--- src/hw/rtl/rus_pkg.sv ---
// ---------------------------------------------------------------------------
// rus_pkg
// Shared constants and helpers for the rectangle union splitter.
// ---------------------------------------------------------------------------
package rus_pkg;

	localparam int unsigned COORD_BITS_DEF = 16;
	localparam int unsigned PIECES = 3;

	// Slot of each result piece inside an output group.
	typedef enum logic [1:0] {
		PC_TOP = 2'd0,
		PC_MID = 2'd1,
		PC_BOT = 2'd2
	} piece_t;

	function automatic int unsigned byte_pad(input int unsigned n);
		return ((n + 7) / 8) * 8;
	endfunction

endpackage

--- src/hw/rtl/rectangle_union_split.sv ---
// ---------------------------------------------------------------------------
// rectangle_union_split
// Covers the union of two rectangles with one to three disjoint rectangles.
// ---------------------------------------------------------------------------
// The block takes one pair of rectangles per transaction and returns one to
// three result transactions, the final one marked by tlast; a pair that cannot
// be united gives a single transaction with tuser set and zero data. Vertical
// union is done by swapping rows and columns on the way in and out. The work
// runs in three register stages (edges, compares and selection, piece
// arithmetic); the last stage is the output group, which sends one piece per
// cycle while the receiver is ready. An input transaction passes the stage 1,
// stage 2 and stage 3 registers before its first result can be taken. An item
// holds the output group until its last piece is taken, so a new input
// transaction is taken every cycle while pairs give single pieces and the
// receiver is ready; the pairs behind an item wait in stages 1 and 2 while
// its further pieces are sent. A stalled receiver stops the input once all three stages hold an item.
// ---------------------------------------------------------------------------
module rectangle_union_split #(
	parameter int unsigned COORD_BITS = rus_pkg::COORD_BITS_DEF,
	localparam int unsigned IN_BITS = rus_pkg::byte_pad(8 * COORD_BITS - 4),
	localparam int unsigned OUT_BITS = rus_pkg::byte_pad(4 * COORD_BITS)
) (
	input  logic                clk,
	input  logic                arst_n,
	input  logic                s_axis_tvalid,
	output logic                s_axis_tready,
	// a_x, a_y, a_w, a_h, b_x, b_y, b_w, b_h
	input  logic [IN_BITS-1:0]  s_axis_tdata,
	// operation
	input  logic                s_axis_tuser,
	output logic                m_axis_tvalid,
	input  logic                m_axis_tready,
	// out_x, out_y, out_w, out_h
	output logic [OUT_BITS-1:0] m_axis_tdata,
	// none_found
	output logic                m_axis_tuser,
	output logic                m_axis_tlast
);

	localparam int unsigned CB = COORD_BITS;
	localparam int unsigned SB = COORD_BITS - 1;
	localparam int unsigned E = COORD_BITS + 2;
	localparam int unsigned NP = rus_pkg::PIECES;
	localparam int unsigned OFF_AX = 0;
	localparam int unsigned OFF_AY = CB;
	localparam int unsigned OFF_AW = 2 * CB;
	localparam int unsigned OFF_AH = 3 * CB - 1;
	localparam int unsigned OFF_BX = 4 * CB - 2;
	localparam int unsigned OFF_BY = 5 * CB - 2;
	localparam int unsigned OFF_BW = 6 * CB - 2;
	localparam int unsigned OFF_BH = 7 * CB - 3;
	localparam logic signed [E-1:0] ONE_E = E'(1);

	// Handshake chain
	logic v_s1, v_s2;
	logic [NP-1:0] rem_s3;
	logic adv1, adv2, adv3, take, done;
	logic [NP-1:0] rem_next;

	// Stage 1: rectangles after the optional transpose, with far edges
	logic signed [E-1:0] sx_s1, sy_s1, sw_s1, sx2_s1, sy2_s1;
	logic signed [E-1:0] ox_s1, oy_s1, ow_s1, oy2_s1, ox2_s1;
	logic vert_s1;
	logic signed [E-1:0] a_x, a_y, a_w, a_h, b_x, b_y, b_w, b_h;
	logic signed [E-1:0] sx, sy, sw, sh, ox, oy, ow, oh;

	// Stage 2: operands for the three pieces
	logic signed [E-1:0] top_x_s2, top_y_s2, top_w_s2, top_hi_s2;
	logic signed [E-1:0] mid_x_s2, mid_x2_s2, mid_y_s2, mid_y2_s2;
	logic signed [E-1:0] bot_x_s2, bot_w_s2, bot_lo_s2, bot_hi_s2;
	logic [NP-1:0] mask_s2;
	logic none_s2, vert_s2;
	logic signed [E-1:0] top_x, top_y, top_w, top_hi;
	logic signed [E-1:0] mid_x, mid_x2, mid_y, mid_y2;
	logic signed [E-1:0] bot_x, bot_w, bot_lo, bot_hi;
	logic signed [E-1:0] up_x, up_y, up_w, up_y2, dn_x, dn_y, dn_w, dn_y2;
	logic [NP-1:0] mask;
	logic colsep, rowsep, o_above, s_above, merge, none;

	// Stage 3: finished pieces in output order
	logic [CB-1:0] px_s3 [NP];
	logic [CB-1:0] py_s3 [NP];
	logic [CB-1:0] pw_s3 [NP];
	logic [CB-1:0] ph_s3 [NP];
	logic none_s3;
	logic [CB-1:0] px [NP];
	logic [CB-1:0] py [NP];
	logic [CB-1:0] pw [NP];
	logic [CB-1:0] ph [NP];
	logic [CB-1:0] hx [NP];
	logic [CB-1:0] hy [NP];
	logic signed [E-1:0] t_h, m_w, m_h, b_y0, b_h0;
	rus_pkg::piece_t sel;

	assign m_axis_tvalid = |rem_s3;
	assign take = m_axis_tvalid && m_axis_tready;
	assign rem_next = rem_s3 & (rem_s3 - NP'(1));
	assign m_axis_tlast = (rem_next == '0);
	assign done = take && m_axis_tlast;
	assign adv3 = !m_axis_tvalid || done;
	assign adv2 = !v_s2 || adv3;
	assign adv1 = !v_s1 || adv2;
	assign s_axis_tready = adv1;

	// ---------------- Stage 1 ----------------
	always_comb begin
		a_x = E'(signed'(s_axis_tdata[OFF_AX +: CB]));
		a_y = E'(signed'(s_axis_tdata[OFF_AY +: CB]));
		a_w = signed'({{(E - SB){1'b0}}, s_axis_tdata[OFF_AW +: SB]});
		a_h = signed'({{(E - SB){1'b0}}, s_axis_tdata[OFF_AH +: SB]});
		b_x = E'(signed'(s_axis_tdata[OFF_BX +: CB]));
		b_y = E'(signed'(s_axis_tdata[OFF_BY +: CB]));
		b_w = signed'({{(E - SB){1'b0}}, s_axis_tdata[OFF_BW +: SB]});
		b_h = signed'({{(E - SB){1'b0}}, s_axis_tdata[OFF_BH +: SB]});
		if (s_axis_tuser) begin
			sx = a_y; sy = a_x; sw = a_h; sh = a_w;
			ox = b_y; oy = b_x; ow = b_h; oh = b_w;
		end else begin
			sx = a_x; sy = a_y; sw = a_w; sh = a_h;
			ox = b_x; oy = b_y; ow = b_w; oh = b_h;
		end
	end

	always_ff @(posedge clk or negedge arst_n) begin
		if (!arst_n) begin
			v_s1 <= 1'b0;
		end else if (adv1) begin
			v_s1 <= s_axis_tvalid;
		end
	end

	always_ff @(posedge clk) begin
		if (adv1 && s_axis_tvalid) begin
			vert_s1 <= s_axis_tuser;
			sx_s1 <= sx;
			sy_s1 <= sy;
			sw_s1 <= sw;
			ox_s1 <= ox;
			oy_s1 <= oy;
			ow_s1 <= ow;
			sx2_s1 <= sx + sw - ONE_E;
			sy2_s1 <= sy + sh - ONE_E;
			ox2_s1 <= ox + ow - ONE_E;
			oy2_s1 <= oy + oh - ONE_E;
		end
	end

	// ---------------- Stage 2 ----------------
	always_comb begin
		colsep = (ox2_s1 < sx_s1 - ONE_E) || (ox_s1 > sx2_s1 + ONE_E);
		rowsep = (oy2_s1 < sy_s1) || (oy_s1 > sy2_s1);
		o_above = (oy2_s1 + ONE_E) == sy_s1;
		s_above = (sy2_s1 + ONE_E) == oy_s1;
		merge = rowsep && (sw_s1 == ow_s1) && (sx_s1 == ox_s1) && (o_above || s_above);
		none = colsep || (rowsep && !merge);

		// On a tie of the top rows, B counts as the upper rectangle.
		if (sy_s1 < oy_s1) begin
			up_x = sx_s1; up_y = sy_s1; up_w = sw_s1; up_y2 = sy2_s1;
			dn_x = ox_s1; dn_y = oy_s1; dn_w = ow_s1; dn_y2 = oy2_s1;
		end else begin
			up_x = ox_s1; up_y = oy_s1; up_w = ow_s1; up_y2 = oy2_s1;
			dn_x = sx_s1; dn_y = sy_s1; dn_w = sw_s1; dn_y2 = sy2_s1;
		end

		// The middle band spans both rectangles; a merge is the same band
		// stretched over both row ranges.
		mid_x = (sx_s1 < ox_s1) ? sx_s1 : ox_s1;
		mid_x2 = (sx2_s1 > ox2_s1) ? sx2_s1 : ox2_s1;
		if (rowsep) begin
			mid_y = o_above ? oy_s1 : sy_s1;
			mid_y2 = o_above ? sy2_s1 : oy2_s1;
		end else begin
			mid_y = dn_y;
			mid_y2 = (up_y2 < dn_y2) ? up_y2 : dn_y2;
		end

		top_x = up_x;
		top_y = up_y;
		top_w = up_w;
		top_hi = dn_y;

		if (dn_y2 < up_y2) begin
			bot_x = up_x; bot_w = up_w; bot_lo = dn_y2; bot_hi = up_y2;
		end else begin
			bot_x = dn_x; bot_w = dn_w; bot_lo = up_y2; bot_hi = dn_y2;
		end

		mask = '0;
		mask[rus_pkg::PC_MID] = 1'b1;
		if (!none && !rowsep) begin
			mask[rus_pkg::PC_TOP] = (sy_s1 != oy_s1);
			mask[rus_pkg::PC_BOT] = (up_y2 != dn_y2);
		end
	end

	always_ff @(posedge clk or negedge arst_n) begin
		if (!arst_n) begin
			v_s2 <= 1'b0;
		end else if (adv2) begin
			v_s2 <= v_s1;
		end
	end

	always_ff @(posedge clk) begin
		if (adv2 && v_s1) begin
			top_x_s2 <= top_x;
			top_y_s2 <= top_y;
			top_w_s2 <= top_w;
			top_hi_s2 <= top_hi;
			mid_x_s2 <= mid_x;
			mid_x2_s2 <= mid_x2;
			mid_y_s2 <= mid_y;
			mid_y2_s2 <= mid_y2;
			bot_x_s2 <= bot_x;
			bot_w_s2 <= bot_w;
			bot_lo_s2 <= bot_lo;
			bot_hi_s2 <= bot_hi;
			mask_s2 <= mask;
			none_s2 <= none;
			vert_s2 <= vert_s1;
		end
	end

	// ---------------- Stage 3 ----------------
	always_comb begin
		t_h = top_hi_s2 - top_y_s2;
		m_w = mid_x2_s2 - mid_x_s2 + ONE_E;
		m_h = mid_y2_s2 - mid_y_s2 + ONE_E;
		b_y0 = bot_lo_s2 + ONE_E;
		b_h0 = bot_hi_s2 - bot_lo_s2;

		hx[rus_pkg::PC_TOP] = top_x_s2[CB-1:0];
		hy[rus_pkg::PC_TOP] = top_y_s2[CB-1:0];
		pw[rus_pkg::PC_TOP] = top_w_s2[CB-1:0];
		ph[rus_pkg::PC_TOP] = t_h[CB-1:0];
		hx[rus_pkg::PC_MID] = mid_x_s2[CB-1:0];
		hy[rus_pkg::PC_MID] = mid_y_s2[CB-1:0];
		pw[rus_pkg::PC_MID] = m_w[CB-1:0];
		ph[rus_pkg::PC_MID] = m_h[CB-1:0];
		hx[rus_pkg::PC_BOT] = bot_x_s2[CB-1:0];
		hy[rus_pkg::PC_BOT] = b_y0[CB-1:0];
		pw[rus_pkg::PC_BOT] = bot_w_s2[CB-1:0];
		ph[rus_pkg::PC_BOT] = b_h0[CB-1:0];

		for (int i = 0; i < NP; i++) begin
			px[i] = vert_s2 ? hy[i] : hx[i];
			py[i] = vert_s2 ? hx[i] : hy[i];
		end
	end

	always_ff @(posedge clk or negedge arst_n) begin
		if (!arst_n) begin
			rem_s3 <= '0;
		end else if (adv3) begin
			rem_s3 <= v_s2 ? mask_s2 : '0;
		end else if (take) begin
			rem_s3 <= rem_next;
		end
	end

	always_ff @(posedge clk) begin
		if (adv3 && v_s2) begin
			none_s3 <= none_s2;
			for (int i = 0; i < NP; i++) begin
				if (none_s2) begin
					px_s3[i] <= '0;
					py_s3[i] <= '0;
					pw_s3[i] <= '0;
					ph_s3[i] <= '0;
				end else begin
					px_s3[i] <= px[i];
					py_s3[i] <= py[i];
					pw_s3[i] <= vert_s2 ? ph[i] : pw[i];
					ph_s3[i] <= vert_s2 ? pw[i] : ph[i];
				end
			end
		end
	end

	// ---------------- Output ----------------
	// Pieces leave lowest slot first; each taken transaction clears one bit.
	always_comb begin
		priority if (rem_s3[rus_pkg::PC_TOP]) begin
			sel = rus_pkg::PC_TOP;
		end else if (rem_s3[rus_pkg::PC_MID]) begin
			sel = rus_pkg::PC_MID;
		end else begin
			sel = rus_pkg::PC_BOT;
		end
		m_axis_tdata = '0;
		m_axis_tdata[0 +: CB] = px_s3[sel];
		m_axis_tdata[CB +: CB] = py_s3[sel];
		m_axis_tdata[2 * CB +: CB] = pw_s3[sel];
		m_axis_tdata[3 * CB +: CB] = ph_s3[sel];
		m_axis_tuser = none_s3;
	end

endmodule

--- config.mk ---
export PLATFORM = sky130hd
export DESIGN_NAME = rectangle_union_split
export DESIGN_NICKNAME = d
export VERILOG_FILES = /design/src/hw/rtl/rus_pkg.sv /design/src/hw/rtl/rectangle_union_split.sv
export SDC_FILE = /design/constraint.sdc
export NUM_CORES = 1
export LEC_CHECK = 0
export BUFFER_PORTS_ARGS = -buffer_cell sky130_fd_sc_hd__buf_2
export CELL_PAD_IN_SITES_DETAIL_PLACEMENT = 0
export CELL_PAD_IN_SITES_GLOBAL_PLACEMENT = 1
export CORE_ASPECT_RATIO = 0.6
export CORE_UTILIZATION = 50
export CTS_CLUSTER_DIAMETER = 200
export CTS_CLUSTER_SIZE = 40
export DETAILED_ROUTE_END_ITERATION = 8
export MAX_ROUTING_LAYER = met4
export PLACE_DENSITY_LB_ADDON = 0.05
export SLEW_MARGIN = 10
export SYNTH_ARGS = -nofsm -noshare
export SYNTH_HDL_FRONTEND = slang
export SYNTH_SLANG_ARGS = --single-unit
--- constraint.sdc ---
create_clock -name clk -period 8.25 [get_ports clk]
set_input_delay 1.2375 -clock clk [delete_from_list [all_inputs] [get_ports clk]]
set_output_delay 1.2375 -clock clk [all_outputs]
set_load 0.02 [all_outputs]
[After elaboration in Yosys (flattened, before gate mapping)]
Memory sizes are Yosys's and may differ from the RTL's.
Cells that the tools add are included.
Word-level totals
  latch bits: 0
  bits in read-only memories: 0
  memories: 4
  bits in writable memories: 192
  output and inout port bits: 68
  logic and storage cells: 170
  bits of input ports: 133
  register bits: 377
Operators by class
  add/sub/neg operators: 20
  shifts and indexed selects: 0
  multipliers: 0
  mux-type cells: 62
  order comparisons: 9
  eq/ne operators: 6
  div/mod/pow operators: 0
  reductions and logical operators: 26
  bitwise operators: 13
Memory list
  ph_s3: words 3, width 16, rd ports 1, clocked after Yosys merged registers in 0, wr ports 3, RTL line rectangle_union_split.sv:84  | logic [CB-1:0] ph_s3 [NP];
  pw_s3: words 3, width 16, rd ports 1, clocked after Yosys merged registers in 0, wr ports 3, RTL line rectangle_union_split.sv:83  | logic [CB-1:0] pw_s3 [NP];
  px_s3: words 3, width 16, rd ports 1, clocked after Yosys merged registers in 0, wr ports 3, RTL line rectangle_union_split.sv:81  | logic [CB-1:0] px_s3 [NP];
  py_s3: words 3, width 16, rd ports 1, clocked after Yosys merged registers in 0, wr ports 3, RTL line rectangle_union_split.sv:82  | logic [CB-1:0] py_s3 [NP];
Operators with widths (count)
  two-way mux 16 bit: 39
  < comparator 18 bit: 6
  two-way mux 18 bit: 6
  two-way mux 15 bit: 6
  subtractor 18 x 2 -> 18 bit (second input constant): 5
  subtractor 16 bit: 4
  adder 18 x 2 -> 18 bit (second input constant): 3
  equality test 18 bit: 3
  greater-than comparator 18 bit: 3
  adder 16 x 2 -> 16 bit (second input constant): 3
  adder 18 x 16 -> 18 bit: 2
  adder 18 bit: 2
  inequality test 18 bit: 2
  equality test 15 bit: 1
  OR 1 bit: 12
  logical AND 1 bit: 10
  two-way mux 3 bit: 3
  logical OR 1 bit: 7
  zero test 1 bit: 6
  two-way mux 1 bit: 6
  two-way mux 2 bit: 2
  bitwise AND 3 bit: 1
  zero test 3 bit: 1
  OR reduction 3 bit: 1
  other kinds (2): 2

[Logic depth before layout (Yosys ltp)]
  depth after elaboration: 10
  mapped depth: 19
  gate-level depth less buffers: 16

[Worst setup path before layout]
No wires, ideal clock.
  path kind: input port to flip-flop
  start point: input port m_axis_tready
  end point: register bot_hi_s2[0] (enable)
  setup time: 578 ps
  path buffers: 0
  cell stages on the path: 4
  setup slack: 1641 ps
  arrival time: 6031 ps
  required time: 7672 ps
  cell sequence: inv_1 a21boi_0 nand2b_1 and2_1
Between the ends
  longest elaborated chain between the ends: 5
Ends and longest elaborated chain
  start, declared: RTL line rectangle_union_split.sv:32  | input logic m_axis_tready,
  logical AND 1 bit: RTL line rectangle_union_split.sv:96  | assign take = m_axis_tvalid && m_axis_tready;
  logical AND 1 bit: RTL line rectangle_union_split.sv:99  | assign done = take && m_axis_tlast;
  logical OR 1 bit: RTL line rectangle_union_split.sv:100  | assign adv3 = !m_axis_tvalid || done;
  logical OR 1 bit: RTL line rectangle_union_split.sv:101  | assign adv2 = !v_s2 || adv3;
  logical AND 1 bit: RTL line rectangle_union_split.sv:206  | if (adv2 && v_s1) begin
  end signal, assigned: RTL line rectangle_union_split.sv:218  | bot_hi_s2 <= bot_hi;
  end, declared: RTL line rectangle_union_split.sv:70  | logic signed [E-1:0] bot_x_s2, bot_w_s2, bot_lo_s2, bot_hi_s2;
Every way passes these cells.
A chain may end at the register's enable or synchronous reset.

[Worst setup path in the final report]
  start point: input port s_axis_tuser
  end point: register sx2_s1[17], data pin
Between the ends
  longest elaborated chain between the ends: 3
  elaborated cells on any way between the ends: 4
  those cells by class: add/sub: 2; mux: 2
Ends and longest elaborated chain
  start, declared: RTL line rectangle_union_split.sv:30  | input logic s_axis_tuser,
  two-way mux 18 bit / two-way mux 15 bit (equally long branches): RTL line rectangle_union_split.sv:115  | if (s_axis_tuser) begin
  adder 18 x 16 -> 18 bit (*): RTL line rectangle_union_split.sv:141  | sx2_s1 <= sx + sw - ONE_E;
  subtractor 18 x 2 -> 18 bit (*): RTL line rectangle_union_split.sv:141
  end signal, assigned: RTL line rectangle_union_split.sv:141
  end, declared: RTL line rectangle_union_split.sv:61  | logic signed [E-1:0] sx_s1, sy_s1, sw_s1, sx2_s1, sy2_s1;
Every way passes the cells marked *; elsewhere a longest branch is shown, timed or not.

==> impl_metrics.json <==
{
  "status": "finished, final reports clean",
  "cts.sinks": 559,
  "cts_made_buffers": 17,
  "synth-simple-area-share_pct": 8.97,
  "fin_skew_ns": 0.0269,
  "dieArea_sq_um": 72900,
  "yosysWarnings": 0,
  "slew_violations": 0,
  "post_cts_buffers": 0,
  "yosysMostFrequentCell": "edfxtp_1",
  "clock_latency_ns": 0.61,
  "synthesis.nets": 3852,
  "numPortBuffers": 196,
  "dr.first_iter.drc_count": 3274,
  "synth_xor_area_share_pct": 5.30,
  "yosysTopAreaCell": "edfxtp_1",
  "max-clock-path-buffers": 3,
  "path_clk_slew_ns": 0.15,
  "netlist_area_sq_um": 35900,
  "worst_hold_path_type": "input pin to async pin",
  "wl_per_cell_um": 27.1,
  "crit_fanout": 79,
  "holdBufCountCts": 0,
  "synth_top_family_by_area": "compound AO/OA/AOI/OAI gates",
  "powerDensity_nw_per_um2": 439,
  "tightest_slew_ns": 1.28,
  "vias": 26500,
  "synth_mux_area_share_pct": 8.17,
  "cts_tree": "built",
  "synth_cells": 3377,
  "gp_congestion": 1.04,
  "end_kind": "register",
  "postLayoutCoreUtil_pct": 54.3,
  "first_pass_iters": 5,
  "ys_types": 76,
  "ant_nets": 0,
  "nFillCells": 6216,
  "max_freq_mhz": 178,
  "worst_slack_ns": 2.62,
  "grt_max_degree": 139,
  "cts_root_buf": "clkbuf_16",
  "avgSynthCellArea_sq_um": 10.6,
  "synth-main-ff-cell": "edfxtp_1",
  "cp_cell_sequence": "buf_6, buf_4, mux2i_1, ha_1, inv_1, ha_1, inv_1, fa_1, nor2b_1, o21ai_0, a21boi_0, o21ai_0, a21boi_0, o2111ai_1, a31oi_1, a21o_1, a21o_1, a21oi_1",
  "synth_edf_count": 554,
  "nets": 3956,
  "critical_path_class": "input pin to register",
  "vdd_drop_max_v": 0.000269,
  "period_share_pct": 68.3,
  "cts_max_level": 1,
  "antenna_found_initial": 12,
  "cp-start-kind": "input pin",
  "wirelength_um": 121000,
  "p_leak_uw": 0.0161,
  "hold_viol_final": 0,
  "grt_first_pass_wirelength_um": 172000,
  "synth_top_area_share_pct": 46.3,
  "via_per_inst": 5.95,
  "async_flop_share_pct": 0.894,
  "row_count": 75,
  "synth-compound-area-share_pct": 12.5,
  "rsz0062_at_grt": "false",
  "ioPinCount": 201,
  "dp_slack_ns": 2.20,
  "cp_slowest_cell": "buf_6",
  "relSlewSlack_pct": 13.9,
  "maxCapViolCount": 0,
  "cp.arrival_ns": 6.01,
  "cp_num_buf_inv": 4,
  "die_h_um": 210,
  "crit_family": "compound AO/OA/AOI/OAI gates",
  "synth_seq_cells": 559,
  "grt_pass1_vias": 25100,
  "synth_adder_area_share_pct": 12.5,
  "start_util_pct": 50.9,
  "dp_hpwl_um": 98200,
  "ys_seq_area_share_pct": 46.7,
  "fin_crit_ns": 5.63,
  "setup_violations": 0,
  "area_growth_pct": 6.65,
  "required_ns": 8.63,
  "cts-resized-gates": 0,
  "core_sq_um": 70500,
  "die_x_um": 348,
  "max_stage_delay_ns": 0.65,
  "tns_ns": 0,
  "drive_gt1_share_pct": 10.1,
  "drc_errors": 0,
  "grtUsageTotal_pct": 34.1,
  "yosys-top-cells-area": "edfxtp_1 46%, ha_1 12%, mux2i_1 5.9%",
  "synth_commonest_cells": "554 x edfxtp_1, 423 x inv_1, 334 x ha_1, 334 x nand2_1, 290 x o21ai_0",
  "grt_overflow": 0
}
==> report_power, final <==
group | switching [uW] | internal [uW] | total, uW
logic | 6380 | 3170 | 9540
clock network | 855 | 395 | 1250
registers | 1010 | 5020 | 6030
==> cell type report <==
cell class	count	area, sq um	share of cell area, %
Clock inverter	1	8.76	0.0229
Antenna cell	5	12.5	0.0327
Sequential cell	559	16800	43.8
Multi-Input combinational cell	2256	17000	44.5
Clock buffer	25	455	1.19
Tap cell	962	1200	3.14
Timing Repair Buffer	222	1190	3.12
Inverter	425	1600	4.18
==> metrics by stage <==
stage / total power (uW) / instance area (sq um) / cells / hold slack, ns
finish: 16800 / 38300 / 4455 / 0.421
global route: 17800 / 38300 / 4453 / 0.404
CTS: 16700 / 38300 / 4450 / 0.398
detailed placement: 15400 / 37800 / 4424 / 0.445
global placement: 15200 / 37800 / 4424 / 0.448
floorplan: 11900 / 35900 / 3377 / 0.400
==> sequential cells by signal, indices dropped and copies added (netlist names), 18 cells and up <==
register and flops:
ox2_s1 18, oy2_s1 18, ph_s3 48, pw_s3 48
px_s3 48, py_s3 48, sx2_s1 18, sy2_s1 18
==> layout by cell type (no fill, tap or decap), drive strengths merged, types with 50 or more instances in the layout <==
cell	count
a21oi	96
a22o	86
buf	222
edfxtp	554
ha	334
inv	425
mux2	71
mux2i	213
nand2	334
nand3	52
nor2	85
nor3	50
o21ai	292
xnor2	127
xor2	90
==> per-layer routing <==
metal | part of all wire [%] | global-route usage (%) | vias up
li1 | - | - | 12300
met1 | 47 | 51.2 | 13000
met2 | 41 | 47.8 | 1116
met3 | 9.9 | 7.29 | 81
met4 | 1.6 | 4.91 | 0
met5 | 0 | - | -
==> final timing paths <==
path | start | to | slack (ns) | cells after the start
max in group asynchronous | arst_n | rem_s3[0] | 7.68 | 1
worst min register to register | mask_s2[0] | rem_s3[0] | 0.47 | 2
worst min-delay path | arst_n | v_s1 | 0.42 | 1
min in group clk | mask_s2[0] | rem_s3[0] | 0.47 | 2
worst max-delay path | s_axis_tuser | sx2_s1[17] | 2.62 | 18
worst max register to register | sy_s1[11] | bot_x_s2[0] | 2.94 | 11
==> cells by family (layout without fill, tap and decap cells) <==
| family | count (synthesis) | count (layout) |
|---|---|---|
| other | 0 | 5 |
| XOR/XNOR | 217 | 217 |
| flip-flops | 559 | 559 |
| multiplexers | 284 | 284 |
| buffers and inverters | 562 | 673 |
| adder cells (fa/ha/maj) | 355 | 355 |
| AO/OA/AOI/OAI | 705 | 705 |
| AND/OR/NAND/NOR | 695 | 695 |
Note: power is estimated with default switching activity, not from simulation.
